--- src/rtl/core/prpt_ram.sv ---
// Generic single-port-write, single-read synchronous RAM with registered read.
// No dependencies.
`default_nettype none
module prpt_ram #(
  parameter int unsigned Width = 8,
  parameter int unsigned Depth = 16
) (
  input  wire logic                     clk_i,
  input  wire logic                     we_i,
  input  wire logic [$clog2(Depth)-1:0] waddr_i,
  input  wire logic [Width-1:0]         wdata_i,
  input  wire logic [$clog2(Depth)-1:0] raddr_i,
  output      logic [Width-1:0]         rdata_o
);
  logic [Width-1:0] mem_q [Depth];

  // write port and registered read
  always_ff @(posedge clk_i) begin
    if (we_i) mem_q[waddr_i] <= wdata_i;
    rdata_o <= mem_q[raddr_i];
  end
endmodule
`default_nettype wire

--- config.mk ---
export PLATFORM = sky130hd
export DESIGN_NAME = prpt_ram
export DESIGN_NICKNAME = d
export VERILOG_FILES = /design/src/rtl/core/prpt_ram.sv
export SDC_FILE = /design/constraint.sdc
export NUM_CORES = 1
export LEC_CHECK = 0
export BUFFER_PORTS_ARGS = -buffer_cell sky130_fd_sc_hd__buf_2
export CAP_MARGIN = 20
export CORE_MARGIN = 1.5
export CORE_UTILIZATION = 40
export CTS_BUF_LIST = sky130_fd_sc_hd__clkbuf_8
export DETAILED_ROUTE_END_ITERATION = 8
export HOLD_SLACK_MARGIN = 0.1
export PLACE_DENSITY = 0.63
export SETUP_SLACK_MARGIN = 0.05
export SYNTH_ARGS = -nofsm -noshare
export SYNTH_HDL_FRONTEND = slang
export SYNTH_SLANG_ARGS = --single-unit
export TNS_END_PERCENT = 30
--- constraint.sdc ---
create_clock -name clk_i -period 1.71 [get_ports clk_i]
set_clock_uncertainty 0.15 [all_clocks]
set_input_delay 0.171 -clock clk_i [delete_from_list [all_inputs] [get_ports clk_i]]
set_output_delay 0.171 -clock clk_i [all_outputs]
set_load 0.005 [all_outputs]
## Word-level counts from Yosys, hierarchy flattened

Memories as Yosys holds them, arrays and structs flattened. A register that Yosys moved wholly into a read port is not among the register bits.
Cells that the tools add are included.

| cells by class | value |
|---|---|
| mux-type cells | 2 |

Operators with widths:

| cell | count |
|---|---|
| 1-bit 2-to-1 mux | 2 |

| word-level totals | value |
|---|---|
| flip-flop bits (word level) | 0 |
| memory bits (writable) | 128 |
| bits of input ports | 18 |
| output and inout bits | 8 |
| logic and storage cells | 3 |
| memories kept | 1 |

Memories:

| name | words | width | read ports | clocked after Yosys merged registers in | write ports | RTL line | RTL |
|---|---|---|---|---|---|---|---|
| mem_q | 16 | 8 | 1 | 1 | 1 | 15 | `logic [Width-1:0] mem_q [Depth];` |

## Logic depth before layout (Yosys ltp)

Gate-level depths: netlist (run 1).

| logic depth | value |
|---|---|
| word-level depth | 2 |
| mapped depth | 5 |
| depth with buffers taken out | 3 |

## Least setup slack after synthesis (run 1)

OpenSTA, ideal clock, no wires.

| timing | value |
|---|---|
| kind | input-to-reg |
| start | input waddr_i[2] |
| end | memory mem_q[0][0], enable pin |
| library setup time | 0.383 ns |
| arrival | 1.281 ns |
| required time | 1.177 ns |
| setup slack | -0.104 ns |
| stages on the path | 2 |
| cell sequence | or3b_2 nor3_1 |

RTL lines:

| element | RTL line | RTL |
|---|---|---|
| start: declaration | 10 | `input wire logic [$clog2(Depth)-1:0] waddr_i,` |
| end: declaration | 15 |  |

Straight into the memory's write port.

==> results, run 1 <==
- The internal portion of the total power is 5.19 mW.
- The timing startpoint of the critical path is mem_q[5][2].
- The maximum clock rate is between 600 and 700 MHz.
- The congestion estimate from routability-driven global placement came to 0.741.
- The number of antenna violations at the first check in global routing is 0.
- After routing the design area is 0.00608 mm^2.
- The worst setup path is captured at a flip-flop.
- The endpoint identified for the worst register-to-register timing path is rdata_o[2].
- The cell at the root of the clock tree is clkbuf_8.
- The number of clock buffers added by TritonCTS is 17.
- The total clock sinks is approximately 140.
- The maximum number of pins on one net before global-route repair is 33.
- The share of power burned in the clock network is between 30% and 40%.
- The worst setup path category is reg -> reg.
- Clock-pin slew was measured on the worst setup and hold paths at 0.08 ns.
- The violation count after the first detailed-route iteration is 167.
- Input and output buffers added on the ports amount to 25.
- The number of max-slew violations in the final report is 0.
- The post-DP HPWL is approximately 6100 um.
- Once detail routing completed, the nets flagged for antenna violations numbered 0.
- In this run the power density over the cells is 1090 mW/mm^2.
- The global-route wire length before repair is between 10000 and 15000 um.
- The leakage component of the power is slightly above 2 nW.
- The synthesized design contains 136 register bits.
- In this run switching power makes up between 20% and 30% of total power.
- The number of instances resized during post-cts repair is 0.
- The required time of the critical path is approximately 1.9 ns.
- Yosys attributes the largest share of cell area to edfxtp_1, mux4_2, mux4_1, dfxtp_1, a22oi_1.
- The post-placement worst setup slack is -0.0914 ns.
- The maximum vdd drop is 0.000390 V.
- Setup violations remaining at the end of the flow were counted as 0.
- The worst flop-to-flop path startpoint is mem_q[5][2].
- The finished layout holds 478 standard cells, fillers aside.
- The proportion of synthesized chip area in sequential cells is just under 80%.
- The xor/xnor share of the synthesized area is 0%.
- The run finished with clean final reports.
- The mean area per synthesized cell is 22.5 um^2.
- Global routing used 15.8% of the available tracks.
- The buffer levels on the longest clock path is 2.
- 0 antenna diodes ended up in the layout.
- The first-pass detailed-route iteration total is 4.
- For this run the aggregate overflow at the end of global routing stands at 0.
- The post-route fraction of the period consumed by the critical path is 89.7%.
- The initial core utilization is 41.0%.
- When the netlist entered floorplanning its net count stood at 247.
- The layout overhead on the synthesized area is 18.1%.
- The combinational family with the most area after synthesis is multiplexers.
- The area enclosed by the die boundary is 0.0136 mm^2.
- After detailed routing, the number of remaining DRC violations is 0.
- Leaving out fill and tap cells, the most frequent cells in the layout are edfxtp_1, buf_2, buf_4, mux4_2, clkbuf_8.
- The CTS tree is yes.
- In this run the cell area of the synthesized design comes to 0.00515 mm^2.
- In the post-route analysis, the smallest setup slack over all paths is 0.177 ns.
- The hold buffer count at cts is 8.
- The worst pin sits at a relative slew slack of 49.8%.
- The area fraction in compound gates after synthesis is 2.33%.
- The core area is 0.0126 mm^2.
- Counting tap cells, the placed design contains a total of 438 instances.
- The number of levels the H-tree was split into is 4.
- Detailed routing inserted a total of 2452 vias.
- The synthesized netlist devotes under 10% of its cell area to simple gates.
- In the final layout, the share of cells above drive strength 1 is 31.7%.
- The cell with the largest stage delay on the worst path is mux4_1.
- The number of standard cells after synthesis is 229.
- The library cell used most frequently in the layout, excluding fill and tap cells, is edfxtp_1.
- From left edge to right edge, the die measures approximately 120 um.
- The combinational power share is 5.4%.
- In the final routed layout, each cell accounts on average for 20.1 um.
- The max capacitance violation total is 0.
- For this design the total switching power over the nets is 1.43 mW.
- The measured slew at the worst slew-check pin is 0.751 ns.
- The final-stage net count is 311.
- Data on the critical path arrives at its endpoint at 1.70 ns.
- From bottom edge to top edge, the die measures 116 um.
- The total of warnings raised by yosys is 0.
- Together, buffers and inverters on the worst path number 0.
- The share of total power dissipated in sequential elements is 56.5%.
- The biggest area contributor in the post-synthesis netlist is edfxtp_1.
- Buffers added to address setup during post-CTS repair amount to 0.
- The number of core rows is 41.
- The setup total negative slack is 0 ns.
- The worst hold path passes through 3 cells.
- For this design the top-level I/O count stands at 26.
- The routed design has about 9600 um of wire.
- On the worst path, the slowest cell contributes a delay of roughly 0.54 ns.
- The clock period could shrink to 1.53 ns.
- The unique cell type count in the Yosys netlist is 19.
- Setup repair after global routing left no endpoint under its margin.
- The path with the worst hold slack has its endpoint at mem_q[0][5].
- The portion of netlist area occupied by mux cells is 15.0%.
- Of the post-synthesis cell area, the dominant cell type holds 74.7%.
- The final hold slack is 0.154 ns.
- The via count of the first global-routing pass was between 2000 and 3000.
- The worst hold path begins at waddr_i[0].
- Along the worst path, the maximum fanout reaches 1.
- The arithmetic-cell share of the synthesized area counting full adders, half adders and majority gates is 0%.
- The class of the most critical hold timing path is in -> reg.
- Broken down by cell family, the worst path's largest delay share belongs to multiplexers.
- For flop-to-flop paths, the worst setup slack is 0.18 ns.
- Walking the worst path, the cells encountered are mux4_1, a22oi_1, nand2_1.
- Dividing the detail-routed via count by the number of cells gives between 5 and 6.
- The startpoint class of the critical path is a flip-flop.
- Counting the fill cells in the layout gives around 1000.
- Counting buffers and inverters, the worst setup path is 3 cells deep.
- The placed standard-cell area is 0.00561 mm^2.
- The number of cells traversed by the worst register-to-register path is 3.
- The count of final hold-check violations is 0.
- The clock latency at the later pin of the worst-skew pair is 0.43 ns.
## per-layer routing
layer	GRT usage (%)	wire length, um
met1	20.4	4100
met2	25.4	4830
met3	5.09	619
met4	5.61	39
met5	0	0
## per-stage QoR
step	util, %	total power [mW]
2_1_floorplan	-	4.00
3_3_place_gp	44.6	4.16
3_5_place_dp	44.6	4.17
4_1_cts	48.4	6.69
5_1_grt	48.4	6.88
6_report	48.4	6.62
## state kept, by name (all words and copies together) (netlist names)
register  flops
mem_q       128
rdata_o       8
## Yosys cell counts
library cell	count
a22oi_1	16
and2_1	1
and2b_1	1
buf_2	3
buf_4	1
buf_6	3
clkdlybuf4s25_2	3
dfxtp_1	8
edfxtp_1	128
mux4_1	14
mux4_2	18
nand2_1	9
nand2b_1	2
nand3_1	1
nand3b_1	2
nor2_1	13
nor2b_1	1
nor3_1	4
or3b_2	1
## cells by family (layout without fill, tap and decap cells)
| kind of cell | count (synthesis) | in the layout |
|---|---|---|
| AOI/OAI and AO/OA | 16 | 16 |
| and+or+nand+nor | 35 | 35 |
| DFF | 136 | 136 |
| buffers and inverters | 10 | 87 |
| muxes | 32 | 32 |
## worst register-to-register path, cell delays in order, from the launching register on
cell	delay, ns
edfxtp_1	0.36
mux4_1	0.54
a22oi_1	0.29
nand2_1	0.09
## power groups by stage
stage	Clock [mW]	Sequential (mW)	Combinational, mW
after floorplan	0	3.81	0.189
after global placement	0	3.82	0.341
after detailed placement	0	3.82	0.351
after CTS	2.59	3.74	0.366
after global routing	2.75	3.75	0.389
final	2.52	3.74	0.358
## how the worst max path moves through the flow
stage	endpoint	slack, ns
after global routing	rdata_o[1]	0.10
after CTS	rdata_o[1]	0.18
after detailed placement	rdata_o[1]	-0.09
final	rdata_o[2]	0.18
after global placement	rdata_o[1]	-0.06
after floorplan	mem_q[3][0]	0.12
## cell type report
class | count | area (um^2) | area share (%)
clock buffer | 17 | 234 | 3.85
clock inverter | 15 | 154 | 2.53
multi-input combinational | 83 | 1060 | 17.5
sequential | 136 | 4000 | 65.9
tap | 172 | 215 | 3.54
timing repair buffer | 55 | 408 | 6.71
(Power assumes the default switching activity.)
==> run 2: changes to the inputs <==
CTS_BUF_LIST = default   (was sky130_fd_sc_hd__clkbuf_8)
RECOVER_POWER = 50   (was default)
==> results, run 2 (synthesized netlist as in run 1, its figures left out) <==
- The final standard cell utilization of the core is between 40 and 50%.
- Setup violations remaining at the end of the flow were counted as 0.
- The filler cells instantiated in the layout total 1019.
- The min-delay analysis places its worst path in the category in -> reg.
- The average wire per standard cell is 20.3 um.
- The register-to-register setup slack is 0.17 ns.
- The initial core utilization is between 40 and 50%.
- The H-tree generated during clock tree synthesis spans 4 levels.
- The sequential cells in the finished layout cover a total of 0.00400 mm^2.
- The total power of the final layout is about 7.6 mW.
- The total global routing track utilization is about 16%.
- The register with the most flip-flops in the layout has 128 of them.
- The first-pass detailed-route iteration total is 4.
- The worst setup path is of the reg -> reg kind.
- After legalization and detailed placement, the total HPWL measured 6150 um.
- The number of diodes is 0.
- Buffers inserted during clock tree synthesis total 17.
- STA puts the critical path data arrival time at ~1.7 ns.
- The post-route non-filler standard cell count is around 480.
- mem_q holds more flip-flops than any other register.
- The share of post-route cells with drive strength above 1 is a little over a quarter.
- The residual antenna-violating net count after detailed routing is 0.
- In this run, placement finished with an instance count of approximately 440.
- Entering global routing, the biggest net connects 33 pins.
- The run finished with clean final reports.
- For the final routed database, the setup TNS stands at 0 ns.
- The final-stage net count is 311.
- The worst hold path terminates at mem_q[0][5].
- The CTS tree is yes.
- Across the run, the number of max-cap violations was 0.
- The worst pin sits at a relative slew slack of 47.6%.
- Counting cells, the worst reg-to-reg path comes to 3.
- The layout overhead on the synthesized area is 21.1%.
- The destination of the worst register-to-register timing path is rdata_o[2].
- The final worst slack is approximately 0.17 ns.
- The height of the chip is 116 um.
- In the final layout, the registers with the most flip-flops are mem_q x128, rdata_o x8.
- The post-placement worst setup slack is -0.0914 ns.
- Across all layers, the routed design uses around 2500 vias.
- The total area inside the core boundary comes to 0.0126 mm^2.
- In this run the count of I/O pins placed on the die edge is 26.
- For this block, the initial DRC count from the detailed router was 158.
- The buffer levels on the longest clock path is 2.
- The count of final hold-check violations is 0.
- The post-route fraction of the period consumed by the critical path is 89.8%.
- The measured slew at the worst slew-check pin is 0.785 ns.
- Power spread over the standard cell area amounts to 1220 mW/mm^2.
- The area of the multi-input gates is 0.00106 mm^2.
- The via count of the first global-routing pass is around 2600.
- Port buffering added 25 buffers.
- The number of max-slew violations in the final report is 0.
- The DRC violation count after routing is 0.
- The number of core rows is between 40 and 50.
- The area enclosed by the die boundary is 0.0136 mm^2.
- The cell at the root of the clock tree is clkbuf_16.
- In this run the critical register-to-register path is launched from mem_q[5][2].
- Based on the critical path, the design can be clocked at up to approximately 650 MHz.
- Across the VDD grid, the largest voltage drop is between 0.0005 and 0.0006 V.
- The total congestion overflow after global routing is 0.
- The first global-routing pass estimated approximately 15000 um of wire.
- The total clock sinks is 136.
- For this design the static power due to leakage is around 2.1 nW.
- STA classifies the critical path startpoint as a flip-flop.
- The kind of end point of the critical path is a flip-flop.
- Post-CTS repair changed the size of 0 cells.
- The final RePlAce weighted congestion is about 0.74.
- The worst hold path begins at waddr_i[0].
- The floorplan step set the die width to between 100 and 150 um.
- The library cell used most frequently in the layout, excluding fill and tap cells, is edfxtp_1.
- The number of instances on the worst hold path is 3.
- The library cells used most frequently in the layout, excluding fill and tap cells, are edfxtp_1, mux4_2, clkbuf_16, buf_2.
- The clock period could shrink to around 1.5 ns.
- The later pin in the worst-skew pair is clocked with a latency of roughly 0.41 ns.
- In this run the worst path has a maximum fanout of 1.
- The clock-pin slew reported for the worst setup and hold paths after clock tree synthesis is 0.06 ns.
- The routed wire length is just under 10000 um.
- The ratio of routed vias to standard cells is 5.13.
- The number of antenna violations at the first check in global routing is 0.
- The number of setup buffers added after CTS is 0.
- Setup repair after global routing left no endpoint under its margin.
- The required time of the critical path is approximately 1.9 ns.
[run 2: cell types whose count changed in the layout (fill, tap and decap cells not counted)]
| cell | delta |
|---|---|
| buf_2 | -8 |
| clkbuf_16 | +17 |
| buf_4 | -7 |
| inv_1 | -1 |
| clkbuf_8 | -17 |
| clkbuf_1 | +16 |
[run 2: stage by stage]
step	hold WS (ns)	area (um^2)
after floorplan	0.120	5150
after global placement	0.398	5610
after detailed placement	0.402	5610
after CTS	0.166	6270
after global routing	0.192	6230
final	0.175	6230
[run 2: layout make-up]
| type | instances | share of cell area (%) |
|---|---|---|
| Sequential cell | 136 | 64.2 |
| Multi-Input combinational cell | 83 | 17.0 |
| Clock buffer | 18 | 6.89 |
| Timing Repair Buffer | 55 | 5.96 |
| Tap cell | 172 | 3.45 |
| Clock inverter | 14 | 2.41 |
[run 2: how the worst max path moves through the flow]
| stage | start | endpoint | slack (ns) | depth (start not counted) |
|---|---|---|---|---|
| global route | mem_q[5][1] | rdata_o[1] | 0.10 | 3 |
| floorplan | waddr_i[2] | mem_q[3][0] | 0.12 | 2 |
| global placement | raddr_i[0] | rdata_o[1] | -0.06 | 5 |
| CTS | mem_q[5][1] | rdata_o[1] | 0.17 | 3 |
| finish | mem_q[5][2] | rdata_o[2] | 0.17 | 3 |
| detailed placement | raddr_i[0] | rdata_o[1] | -0.09 | 5 |
[run 2: per-layer routing]
metal  global-route usage, %  routed length, um  vias to the layer above
met5                       0                  0                        -
met4                    7.07                194                        0
met3                    3.84                504                       15
met2                    25.4               4720                       67
met1                    21.0               4280                     1269
li1                        -                  -                     1103
[run 2: timing repair]
item / CTS / global route
endpoints found under the setup margin: 0 / 0
hold buffers: 8 / 0
endpoints found under the hold margin: 128 / 0
[run 2: where the power goes]
| group | internal (mW) | leakage [nW] | switching, mW |
|---|---|---|---|
| Combinational | 0.161 | 0.584 | 0.193 |
| Clock | 2.15 | 0.279 | 1.35 |
| Sequential | 3.73 | 1.22 | 0.0206 |
| Total | 6.04 | 2.09 | 1.56 |
[run 2: worst max-delay path: stages (launching register included)]
cell and delay [ns]:
edfxtp_1 0.35, mux4_1 0.54, a22oi_1 0.29, nand2_1 0.09
==> run 3: changes to the inputs <==
CORE_UTILIZATION = 43   (was 40)
PLACE_DENSITY = 0.67   (was 0.63)
==> results, run 3 (synthesized netlist as in run 1, its figures left out) <==
- The run finished, with violations left.
- The final reports fail on design-rule violations.
- The ratio of total power to cell area is 1240 mW/mm^2.
- The final hold slack is 0.160 ns.
- The total power of the final layout is between 7 and 8 mW.
- Global routing used between 15 and 20% of the available tracks.
- The number of buffers created by CTS is 17.
- The final number of setup-violating endpoints is 0.
- The post-DP HPWL is 5900 um.
- mem_q holds more flip-flops than any other register.
- The total via count in the routed design is 2425.
- The buffer levels on the longest clock path is 2.
- The CTS tree is yes.
- Entering global routing, the biggest net connects 33 pins.
- The worst slew margin relative to its limit is between 50% and 60%.
- The final-stage net count is 311.
- The cell with the largest stage delay on the worst path is mux4_1.
- Of the available clock period, the critical path in the final layout requires 89.9%.
- The first global-routing pass estimated between 10000 and 15000 um of wire.
- The I/O pin count is 26.
- Routability-driven placement finished with a final weighted congestion of 0.741.
- The worst setup path is of the reg -> reg kind.
- The measured slew at the worst slew-check pin is 0.670 ns.
- The height of the chip is 112 um.
- Clock tree synthesis found a total of between 100 and 150 sinks.
- Global routing finished with a remaining overflow of 0.
- The count of final hold-check violations is 0.
- Traced cell by cell, the critical path runs through mux4_1, a22oi_1, nand2_1.
- The pre-antenna-repair detailed-routing pass consisted of 6 iterations.
- The core area is 0.0116 mm^2.
- The largest registers in the layout are mem_q x128, rdata_o x8.
- The count of nets left with antenna violations once routing finished came out at 0.
- The maximum vdd drop is 0.000588 V.
- The number of antenna violations at the first check in global routing came to 0.
- The flip-flop count of the largest register, all copies and words added is 128.
- The number of diodes is 0.
- The average wire per standard cell is around 21 um.
- The kind of end point of the critical path is a flip-flop.
- After detailed routing, the number of vias per cell comes to 5.40.
- The worst setup path is launched from a flip-flop.
- For the worst setup path, the data required time is 1.85 ns.
- Setup repair after global routing left no endpoint under its margin.
- Row generation in the floorplan step produced 39 rows.
- The via count of the first global-routing pass was 2558.
- The layout overhead on the synthesized area is 20.8%.
- The number of levels the H-tree was split into is 4.
- Buffers placed on the I/O ports in this run total 25.
- For the worst-skew pair, the clock arrives at the later sink with an insertion delay of 0.41 ns.
- In this run the clock root is driven by a clkbuf_16.
- In this run the worst path has a maximum fanout of 1.
- The number of max-slew violations in the final report is 0.
- The maximum clock rate is ~650 MHz.
- The signal arrival time at the worst endpoint is 1.68 ns.
- The class of the most critical hold timing path is in -> reg.
- After routing, the total negative slack on setup checks comes to 0 ns.
- The analysis attributes to cell leakage a power of approximately 2.1 nW.
- The number of instances resized during post-cts repair is 0.
- The DRC violation count after routing is 2.
- The post-placement worst setup slack is -0.0385 ns.
- The die extent in x is between 100 and 150 um.
- The area enclosed by the die boundary is 0.0126 mm^2.
- Clock-pin slew was measured on the worst setup and hold paths at 0.06 ns.
- The share of post-route cells with drive strength above 1 is 26.8%.
- After layout, the worst setup slack is 0.172 ns.
- The tool flagged a number of max-cap violations equal to 0.
- For this run, the slowest stage of the critical path takes slightly above 0.5 ns.
- For this configuration, the core starts out at a cell density of ~45%.
- The filler cells instantiated in the layout total 869.
- The library cells used most frequently in the layout, excluding fill and tap cells, are edfxtp_1, mux4_2, buf_2, clkbuf_16, a22oi_1.
- The final critical delay including setup and external delays is 1.54 ns.
- The library cell used most frequently in the layout, excluding fill and tap cells, is edfxtp_1.
- The routed wire length is 9420 um.
- The detailed router finished its first iteration with 227 violations.
==> run 3: cell types whose count changed in the layout (fill, tap and decap cells not counted), sizes merged <==
| cell | before | now |
|---|---|---|
| bufinv | 2 | 3 |
| clkbuf | 33 | 32 |
| inv | 3 | 1 |
| clkinv | 7 | 5 |
| clkinvlp | 2 | 6 |
==> run 3: where the power goes <==
group,internal [mW],switching (mW),leakage (nW),total [mW]
clock network,2.29,1.32,0.273,3.61
registers,3.73,0.0187,1.22,3.75
logic,0.164,0.192,0.581,0.356
==> run 3: worst paths after layout <==
path              cells after the start         end          from  slack [ns]
setup / recovery                      3  rdata_o[2]   mem_q[2][2]        0.17
hold / removal                        4  rdata_o[4]    raddr_i[2]        0.16
setup reg to reg                      3  rdata_o[2]   mem_q[2][2]        0.17
hold reg to reg                       3  rdata_o[5]  mem_q[15][5]        0.52
==> run 3: per-layer routing <==
metal / share of wire [%] / track usage (%)
met3: 3.8 / 5.02
met1: 45 / 21.1
met4: 0.72 / 6.08
met2: 51 / 26.3
met5: 0 / 0
==> run 3: timing repair <==
item	CTS	global route
hold buffers	8	0
endpoints found under the hold margin	128	0
buffers inserted	0	0
==> run 3: worst max-delay path, delay by kind of cell, from the launching register on <==
kind | cells | cell delay, ns
simple gates | 1 | 0.08
mux | 1 | 0.51
compound gates | 1 | 0.31
flops | 1 | 0.37
==> run 3: layout make-up <==
cell class,count,area [um^2],share of cell area [%]
Sequential cell,136,4000,64.4
Clock inverter,15,178,2.86
Timing Repair Buffer,55,369,5.94
Clock buffer,17,425,6.84
Tap cell,143,179,2.88
Multi-Input combinational cell,83,1060,17.1
==> run 3: metrics by stage <==
| step | util (%) | area [um^2] | std cells |
|---|---|---|---|
| after detailed placement | 48.2 | 5570 | 409 |
| after CTS | 54.1 | 6260 | 449 |
| after global routing | 53.8 | 6220 | 449 |
| final | 53.8 | 6220 | 449 |
| after floorplan | - | 5150 | 229 |
| after global placement | 48.2 | 5570 | 409 |
